### config.mk
export PLATFORM = sky130hd
export DESIGN_NAME = cnts_cell
export DESIGN_NICKNAME = d
export VERILOG_FILES = /design/src/rtl/cnts_pkg.sv /design/src/rtl/cnts_cell.sv
export SDC_FILE = /design/constraint.sdc
export NUM_CORES = 1
export LEC_CHECK = 0
export BUFFER_PORTS_ARGS = -buffer_cell sky130_fd_sc_hd__buf_4
export CORE_MARGIN = 4
export CORE_UTILIZATION = 41
export CTS_CLUSTER_DIAMETER = 30
export DETAILED_ROUTE_END_ITERATION = 16
export PLACE_DENSITY = 0.79
export SLEW_MARGIN = 20
export SYNTH_ARGS = -nofsm -noshare
export SYNTH_HDL_FRONTEND = slang
export SYNTH_SLANG_ARGS = --single-unit
### constraint.sdc
create_clock -name clock -period 0.8 [get_ports clock]
set_input_delay 0.08 -clock clock [delete_from_list [all_inputs] [get_ports clock]]
set_output_delay 0.08 -clock clock [all_outputs]
set_load 0.03 [all_outputs]
### src/rtl/cnts_pkg.sv
// Shared types and constants for the two-species coordination counter.
package cnts_pkg;

   localparam int MaxAtoms   = 64;
   localparam int CoordWidth = 24;
   localparam int SpecWidth  = 8;
   localparam int OutWidth   = 6;
   localparam int DiffWidth  = 26;
   localparam int SqWidth    = 2 * DiffWidth;
   localparam int SumWidth   = SqWidth + 2;
   localparam int CutSqWidth = 2 * CoordWidth;
   localparam int AddrWidth  = 5;
   localparam int DataWidth  = 32;

   localparam logic [2:0] RegBoxX      = 3'd0;
   localparam logic [2:0] RegBoxY      = 3'd1;
   localparam logic [2:0] RegBoxZ      = 3'd2;
   localparam logic [2:0] RegInner     = 3'd3;
   localparam logic [2:0] RegOuter     = 3'd4;
   localparam logic [2:0] RegCenterSpc = 3'd5;
   localparam logic [2:0] RegNbrSpc    = 3'd6;

   typedef struct packed {
      logic [CoordWidth-1:0] x;
      logic [CoordWidth-1:0] y;
      logic [CoordWidth-1:0] z;
      logic [SpecWidth-1:0]  species;
   } atom_slot_type;

   typedef struct packed {
      logic valid;
      logic pair_ok;
      logic last_step;
      logic is_center;
   } tag_type;

endpackage

### src/rtl/cnts_cell.sv
// One atom slot of the rotating storage ring.
module cnts_cell (
   input  logic                     clock,
   input  logic                     shift,
   input  cnts_pkg::atom_slot_type  atom_in,
   output cnts_pkg::atom_slot_type  atom_out
);
   cnts_pkg::atom_slot_type atom_ff;

   always_ff @(posedge clock) begin
      if (shift) begin
         atom_ff <= atom_in;
      end
   end

   assign atom_out = atom_ff;
endmodule

Yosys cells after proc, flatten, opt, wreduce, memory -nomap -nowiden
Cells that the tools add are included.
{ "op_classes": {"add_sub_neg": 0, "eq_ne": 0, "reduce_logical": 0, "shifts": 0, "order_cmp": 0, "n_bitwise": 0, "multipliers": 0, "div": 0, "n_mux": 0} }
{ "totals": {"memories": 0, "ramBits": 0, "latch_bits": 0, "rom_bits": 0, "register_bits": 80} }

Longest topological paths before layout
Gate-level depths: netlist of the first run.
{ "logic_depth": {"depth_word": 0, "mapped_depth": 0} }

Least setup slack after synthesis of the first run
No wires, ideal clock.
{ "synth_timing": {"path_type": "reg-to-output", "from": "reg atom_ff (netlist bit atom_out[0])", "to": "out atom_out[0] in the netlist's numbering", "path_buffers": 0, "arrival_time_ns": 0.496, "path_stages_with_launch": 1, "slack_ns": 0.224, "path_cell_list": "edfxtp_1"} }
{ "synth_lines": {"columns": ["element", "line_no", "source"], "rows": [
  ["start, declared", "cnts_cell.sv:8", "cnts_pkg::atom_slot_type atom_ff;"],
  ["start signal, assigned", "cnts_cell.sv:12", "atom_ff <= atom_in;"],
  ["end, declared", "cnts_cell.sv:6", "output cnts_pkg::atom_slot_type atom_out"]
]} }
No word-level cell between the ends.

Worst setup path after layout of the first run
{ "layout_timing": {"from": "reg atom_ff (netlist bit atom_out[52])", "to": "out atom_out[52] in the netlist's numbering"} }
No word-level cell between the ends.

==> impl_results.rst, run 1 <==
.. list-table::
   :header-rows: 1

   * - Metric
     - Value
   * - Result of the run
     - finished with violations
   * - Failing checks
     - negative setup slack
   * - Count of buffers inserted at the top-level ports
     - 161
   * - Setup repair after global routing missed its margin
     - yes
   * - Post-synth net total
     - 162
   * - Global-route wire length before repair
     - 12100 um
   * - Max reg flops
     - 80
   * - Multi-input combinational gate total
     - 0
   * - Inserted Diodes
     - 0
   * - Power spent charging and discharging nets
     - 2600 uW
   * - Number of global-route vias before repair
     - 2123
   * - Height of the die
     - 84.5 um
   * - Int Power
     - 7840 uW
   * - Area growth from synthesis to layout
     - 110%
   * - Measured slew at the worst slew-check pin
     - 0.220 ns
   * - Hold/Removal Path Class
     - in -> reg
   * - Min Hold Slack
     - 0.246 ns
   * - Critical-path cell list
     - buf_6
   * - Drt first-iter violations
     - 88
   * - Most common library cell in the layout ignoring fill and taps
     - sky130_fd_sc_hd__buf_4
   * - Core occupancy in the finished layout
     - 90.0%
   * - Fin Setup TNS
     - -13.20 ns
   * - Die extent in x
     - 84.5 um
   * - Root Buffer
     - sky130_fd_sc_hd__clkbuf_8
   * - Number of max-slew violations in the final report
     - 0
   * - Logic gate share of total power
     - 20.4%
   * - CP endpoint kind
     - output pin
   * - Commonest cells after routing, fill and taps aside
     - sky130_fd_sc_hd__buf_4, sky130_fd_sc_hd__edfxtp_1, sky130_fd_sc_hd__dlygate4sd3_1, sky130_fd_sc_hd__buf_6, sky130_fd_sc_hd__clkbuf_8
   * - Crit share post-route
     - 127%
   * - Global route overflow
     - 0
   * - Number of unique standard cell types used by synthesis
     - 1
   * - Switching Share
     - 24.9%
   * - Buffering stage count on the worst path with inverters included
     - 1
   * - Critical path class
     - reg -> out
   * - Leakage
     - 0.00211 uW
   * - Area taken by multi-input logic gates
     - 0 um^2
   * - Tmin final
     - 1.01 ns
   * - Crit path max fanout
     - 1
   * - Mapped Area
     - 2400 um^2
   * - Maximum capacitance violations
     - 0
   * - Number of instances in the synthesized netlist
     - 80
   * - Worst Setup SP
     - atom_out[52]
   * - Routability congestion estimate from global placement
     - 0.687
   * - Hold Path Depth
     - 2
   * - Overall track demand over capacity in global routing
     - 23.4%
   * - Number of placement rows
     - 27
   * - Pwr Density
     - 2070 nW/um^2
   * - Fraction of layout cells with a size suffix above 1
     - 51.6%
   * - Number of sinks handled by clock tree synthesis
     - 80
   * - Final Hold Vio Count
     - 0
   * - Setup violations, final
     - 80
   * - Post-synthesis sequential area ratio
     - 100%
   * - DR DRC count
     - 0
   * - CTS tree
     - yes
   * - Data required time of the worst path
     - 0.72 ns
   * - Average via count per standard cell
     - 4.51
   * - Routed len/inst
     - 19.6 um
   * - Highest cell delay on the worst timing path
     - 0.43 ns
   * - Post-Synthesis Mean Instance Area
     - 30.0 um^2
   * - Number of levels the H-tree was split into
     - 3
   * - Clock-pin slew of the registers on the worst-case setup and hold paths
     - 0.08 ns
   * - Antenna Violating Nets Remaining
     - 0
   * - Clock Path Buffers
     - 2
   * - Post-layout nets
     - 416
   * - Design Power
     - 10400 uW
   * - Number of clock buffers inserted by TritonCTS
     - 9
   * - Arrival @ worst endpoint
     - 0.93 ns
   * - Cell type group with the largest total delay on the critical path
     - flip-flops
   * - Share of power burned in registers
     - 49.5%
   * - Die footprint
     - 7150 um^2
   * - Number of antenna violations at the first check in global routing
     - 0
   * - CP max-delay cell
     - sky130_fd_sc_hd__edfxtp_1
   * - Worst-case hold path end point
     - atom_out[71]
   * - Routed via count
     - 1852
   * - Worst-case vdd ir drop
     - 1870 uV
   * - Launching element type of the critical path
     - flop
   * - Clock share of power
     - 30.1%
   * - Ports
     - 162
   * - Standard cell core area
     - 5610 um^2
   * - Flops & latches, synth
     - 80
   * - Fin worst setup slack
     - -0.215 ns
   * - Total Routed Length
     - 8050 um
   * - Max-slew headroom at the worst pin
     - 85.4%
   * - 1st-pass router iterations
     - 4
   * - Starting utilization of the core area
     - 42.8%
   * - Beginning of the worst hold path
     - shift
   * - Worst setup slack before clock tree synthesis
     - 0.0358 ns
   * - Largest net degree at the start of global routing
     - 41
   * - Syn. warnings
     - 0
   * - Post-CTS setup repair buffer count
     - 0
   * - Achievable frequency
     - 986 MHz
==> per-layer routing <==
layer  vias up  global-route usage [%]  wire length, um
met2       105                    46.2             4730
met1       901                    22.8             2570
met5         -                       0                0
li1        833                       -                -
met4         0                    7.63              133
met3        13                    6.67              622
==> cell type report <==
type	count	area, um^2
Clock buffer	12	135
Clock inverter	4	68.8
Fill cell	215	562
Sequential cell	80	2400
Tap cell	72	90.1
Timing Repair Buffer	243	2350
==> kinds of logic (layout without fill, tap and decap cells) <==
| kind of cell | after synthesis | in the layout | synth area share, % |
|---|---|---|---|
| buf+inv | 0 | 259 | 0 |
| flops | 80 | 80 | 100 |
==> power by group through the flow <==
stage / Clock (uW) / Combinational, uW / Sequential, uW
2_1_floorplan: 0 / 0 / 5840
6_report: 3140 / 2130 / 5160
5_1_grt: 3400 / 2200 / 5190
4_1_cts: 3090 / 2090 / 5140
3_3_place_gp: 0 / 1560 / 5140
3_5_place_dp: 0 / 1580 / 5160
==> Yosys cell counts <==
cell	instances	area share [%]
sky130_fd_sc_hd__edfxtp_1	80	100
==> repair_timing <==
item	CTS	global route
hold endpoints to repair	80	0
gates resized for setup	80	0
gates cloned	0	0
endpoints found under the setup margin	80	80
hold buffers	80	0
==> how the worst max path moves through the flow <==
stage | slack [ns] | endpoint | cells past startpoint
2_1_floorplan | 0.22 | atom_out[0] | 0
3_3_place_gp | 0.05 | atom_out[76] | 2
3_5_place_dp | 0.04 | atom_out[3] | 2
4_1_cts | -0.21 | atom_out[21] | 1
5_1_grt | -0.26 | atom_out[4] | 1
6_report | -0.21 | atom_out[52] | 1
==> stage by stage <==
| stage | std cells | area (um^2) |
|---|---|---|
| after floorplan | 80 | 2400 |
| after global placement | 315 | 3740 |
| after detailed placement | 315 | 3740 |
| after CTS | 411 | 5050 |
| after global routing | 411 | 5050 |
| final | 411 | 5050 |
No activity file was read; power rests on OpenSTA's default activity.
==> run 2, diff against run 1 <==
Settings changed: BUFFER_PORTS_ARGS -buffer_cell sky130_fd_sc_hd__buf_4 to not set, CORE_UTILIZATION 41 to 60, DONT_BUFFER_PORTS set to 1, PLACE_DENSITY 0.79 to 0.76.
==> impl_results.rst, run 2 <==
.. list-table::
   :header-rows: 1

   * - Metric
     - Value
   * - Result of the run
     - stopped before the end
   * - Stopping stage
     - clock tree synthesis
   * - Tool error
     - [ERROR DPL-0033] detailed placement checks failed during check placement.
   * - Share of flip-flops with an asynchronous set or reset after synthesis
     - 0% (unchanged)
   * - Clock Path Buffers
     - 2 (unchanged)
   * - Area fraction in and, or, nand and nor cells after synthesis
     - 0% (unchanged)
   * - Number of instances in the synthesized netlist
     - 80 (unchanged)
   * - Routability congestion estimate from global placement
     - 0.697 (+1.4%)
   * - Total of hold buffers inserted after clock tree synthesis
     - 80 (unchanged)
   * - Number of unique standard cell types used by synthesis
     - 1 (unchanged)
   * - Number of placement rows
     - 22 (-19%)
   * - Xor/xnor share of the synthesized area
     - 0% (unchanged)
   * - Proportion of netlist area held by the largest area contributor
     - 100% (unchanged)
   * - Dominant cell by count in the synthesized netlist
     - sky130_fd_sc_hd__edfxtp_1
   * - Mapped Area
     - 2400 um^2 (unchanged)
   * - Count of flip-flops with a built-in enable after synthesis
     - 80 (unchanged)
   * - Height of the die
     - 71.3 um (-16%)
   * - Die extent in x
     - 71.3 um (-16%)
   * - Number of instances resized during post-cts repair
     - 0 (-100%)
   * - Share of cell area taken by muxes after synthesis
     - 0% (unchanged)
   * - Ports
     - 162 (unchanged)
   * - Flops & latches, synth
     - 80 (unchanged)
   * - Yosys top cell by area
     - sky130_fd_sc_hd__edfxtp_1
   * - Number of sinks handled by clock tree synthesis
     - 80 (unchanged)
   * - Syn. warnings
     - 0 (unchanged)
   * - Number of levels the H-tree was split into
     - 3 (unchanged)
   * - Post-CTS setup repair buffer count
     - 0 (unchanged)
   * - Cell types with the largest area share after synthesis
     - sky130_fd_sc_hd__edfxtp_1
   * - Count of buffers inserted at the top-level ports
     - 0 (-100%)
   * - Post-synthesis sequential area ratio
     - 100% (unchanged)
   * - Ys flop type
     - sky130_fd_sc_hd__edfxtp_1
   * - Post-synth net total
     - 162 (unchanged)
   * - Starting utilization of the core area
     - 63.7% (+21 points)
   * - Adder-cell share of the synthesized area
     - 0% (unchanged)
   * - Post-synthesis compound-gate area fraction
     - 0% (unchanged)
   * - Root Buffer
     - sky130_fd_sc_hd__clkbuf_8
   * - Post-Synthesis Mean Instance Area
     - 30.0 um^2 (unchanged)
   * - Number of clock buffers inserted by TritonCTS
     - 9 (unchanged)
   * - Most frequent cells after synthesis
     - sky130_fd_sc_hd__edfxtp_1
[run 2: cell counts after synthesis]
No cell type changed its count.
[run 2: metrics by stage]
stage	cells	instance area, um^2	worst slack [ns]	hold slack, ns
after global placement	128	2460	0.208	0.179
after detailed placement	128	2460	0.197	0.179
after floorplan	80	2400	0.224	0.179
[run 2: kinds of logic after synthesis]
logic type,after synthesis
DFF,80
==> run 3, diff against run 2 <==
Settings changed: CORE_UTILIZATION 60 to 40, CTS_CLUSTER_DIAMETER 30 to not set, PLACE_DENSITY 0.76 to not set, PLACE_DENSITY_LB_ADDON set to 0.15.
==> impl_results.rst, run 3 (synthesis gave the netlist of run 1 again) <==
.. list-table::
   :header-rows: 1

   * - Metric
     - Value
   * - Number of clock buffers inserted by TritonCTS
     - 9 (unchanged)
   * - 1st-pass router iterations
     - 4
   * - Hold/Removal Path Class
     - in -> reg
   * - Leakage
     - 0.00122 uW
   * - Total Routed Length
     - 5370 um
   * - Power spent charging and discharging nets
     - 2250 uW
   * - Register cell area after layout
     - 2400 um^2
   * - Die footprint
     - 7310 um^2
   * - Crit path max fanout
     - 1
   * - Number of placement rows
     - 27 (+23%)
   * - Ports
     - 162 (unchanged)
   * - Data required time of the worst path
     - 0.72 ns
   * - Routability congestion estimate from global placement
     - 0.639 (-8.3%)
   * - Routed len/inst
     - 21.7 um
   * - Max reg flops
     - 80
   * - Height of the die
     - 85.5 um (+20%)
   * - Switching Share
     - 24.3%
   * - Failing checks
     - negative hold slack, negative setup slack
   * - Drt first-iter violations
     - 27
   * - Maximum capacitance violations
     - 0
   * - Overall track demand over capacity in global routing
     - 14.9%
   * - Number of sinks handled by clock tree synthesis
     - 80 (unchanged)
   * - Number of levels the H-tree was split into
     - 3 (unchanged)
   * - Max-slew headroom at the worst pin
     - 78.5%
   * - Layout fillers
     - 405
   * - Global-route wire length before repair
     - 7810 um
   * - Largest net degree at the start of global routing
     - 81
   * - CTS tree
     - yes
   * - Inserted Diodes
     - 0
   * - Area taken by multi-input logic gates
     - 0 um^2
   * - Number of max-slew violations in the final report
     - 0
   * - Fin worst setup slack
     - -0.164 ns
   * - Root Buffer
     - sky130_fd_sc_hd__clkbuf_8
   * - Commonest cells after routing, fill and taps aside
     - sky130_fd_sc_hd__edfxtp_1, sky130_fd_sc_hd__dlygate4sd3_1, sky130_fd_sc_hd__clkbuf_8
   * - Area growth from synthesis to layout
     - 46.3%
   * - Fraction of layout cells with a size suffix above 1
     - 8.52%
   * - Die extent in x
     - 85.5 um (+20%)
   * - Post-layout nets
     - 253
   * - Clock share of power
     - 33.9%
   * - Achievable frequency
     - 1040 MHz
   * - Standard cell core area
     - 5680 um^2
   * - Crit share post-route
     - 121%
   * - Global route overflow
     - 0
   * - Post-CTS setup repair buffer count
     - 0 (unchanged)
   * - Setup violations, final
     - 80
   * - Total of hold buffers inserted after clock tree synthesis
     - 80 (unchanged)
   * - Multi-input combinational gate total
     - 0
   * - Share of power burned in registers
     - 62.6%
   * - Routed via count
     - 1168
   * - Area after DPL
     - 2490 um^2 (+1.2%)
   * - Number of antenna violations at the first check in global routing
     - 0
   * - Count of buffers inserted at the top-level ports
     - 0 (unchanged)
   * - Setup repair after global routing missed its margin
     - yes
   * - Critical path class
     - reg -> out
   * - Final Hold Vio Count
     - 80
   * - Starting utilization of the core area
     - 42.3% (-21 points)
   * - Int Power
     - 7020 uW
   * - Worst-case vdd ir drop
     - 1310 uV
   * - Result of the run
     - finished with violations
   * - Fin Setup TNS
     - -11.75 ns
   * - Measured slew at the worst slew-check pin
     - 0.323 ns
   * - Launching element type of the critical path
     - flop
   * - Arrival @ worst endpoint
     - 0.88 ns
   * - Area of all placed cells without fillers
     - 3510 um^2
   * - Antenna Violating Nets Remaining
     - 0
   * - DR DRC count
     - 0
   * - Logic gate share of total power
     - 3.5%
   * - Number of instances resized during post-cts repair
     - 0 (unchanged)
   * - Number of global-route vias before repair
     - 1328
   * - CP endpoint kind
     - output pin
   * - Clock-pin slew of the registers on the worst-case setup and hold paths
     - 0.08 ns
   * - Average via count per standard cell
     - 4.71
   * - Pwr Density
     - 2640 nW/um^2
   * - Min Hold Slack
     - -0.154 ns
   * - Clock Path Buffers
     - 2 (unchanged)
   * - Tmin final
     - 0.964 ns
run 3: final timing paths:
check / endpoint / slack, ns / from / depth (start not counted)
worst max-delay path: atom_out[63] / -0.16 / atom_out[63] / 0
worst min-delay path: atom_out[10] / -0.15 / shift / 0
run 3: metal layers:
layer  share of wire (%)  global-route usage (%)  up-vias
li1                    -                       -      506
met1                  31                    13.2      541
met2                  53                    26.0      109
met3                  14                    9.22       12
met4                 1.6                    7.34        0
met5                   0                       0        -
run 3: layout make-up:
| type | count | area share, % |
|---|---|---|
| well taps | 72 | 2.56 |
| clock buffers | 9 | 3.53 |
| flip-flops and latches | 80 | 68.4 |
| clock inverters | 7 | 2.74 |
| repair buffers | 80 | 22.8 |
run 3: through the flow:
| stage | power, uW | instances | setup slack [ns] | hold slack [ns] | utilization [%] |
|---|---|---|---|---|---|
| after floorplan | 5840 | 80 | 0.224 | 0.179 | - |
| after global placement | 5900 | 152 | 0.199 | 0.179 | 43.9 |
| after detailed placement | 5910 | 152 | 0.197 | 0.179 | 43.9 |
| after CTS | 9340 | 248 | -0.182 | -0.164 | 61.9 |
| after global routing | 9690 | 248 | -0.219 | -0.191 | 61.9 |
| final | 9280 | 248 | -0.164 | -0.154 | 61.9 |
run 3: what timing repair did:
item                       in CTS  in global routing
hold endpoints to repair      160                 80
setup endpoints to repair      80                 80
cloned                          0                  0
pin swaps                       0                  0
run 3: power by group through the flow:
stage / clock network (uW) / logic (uW) / registers [uW]
finish: 3140 / 323 / 5810
global route: 3500 / 347 / 5850
CTS: 3200 / 319 / 5820
detailed placement: 0 / 0 / 5910
global placement: 0 / 0 / 5900
floorplan: 0 / 0 / 5840
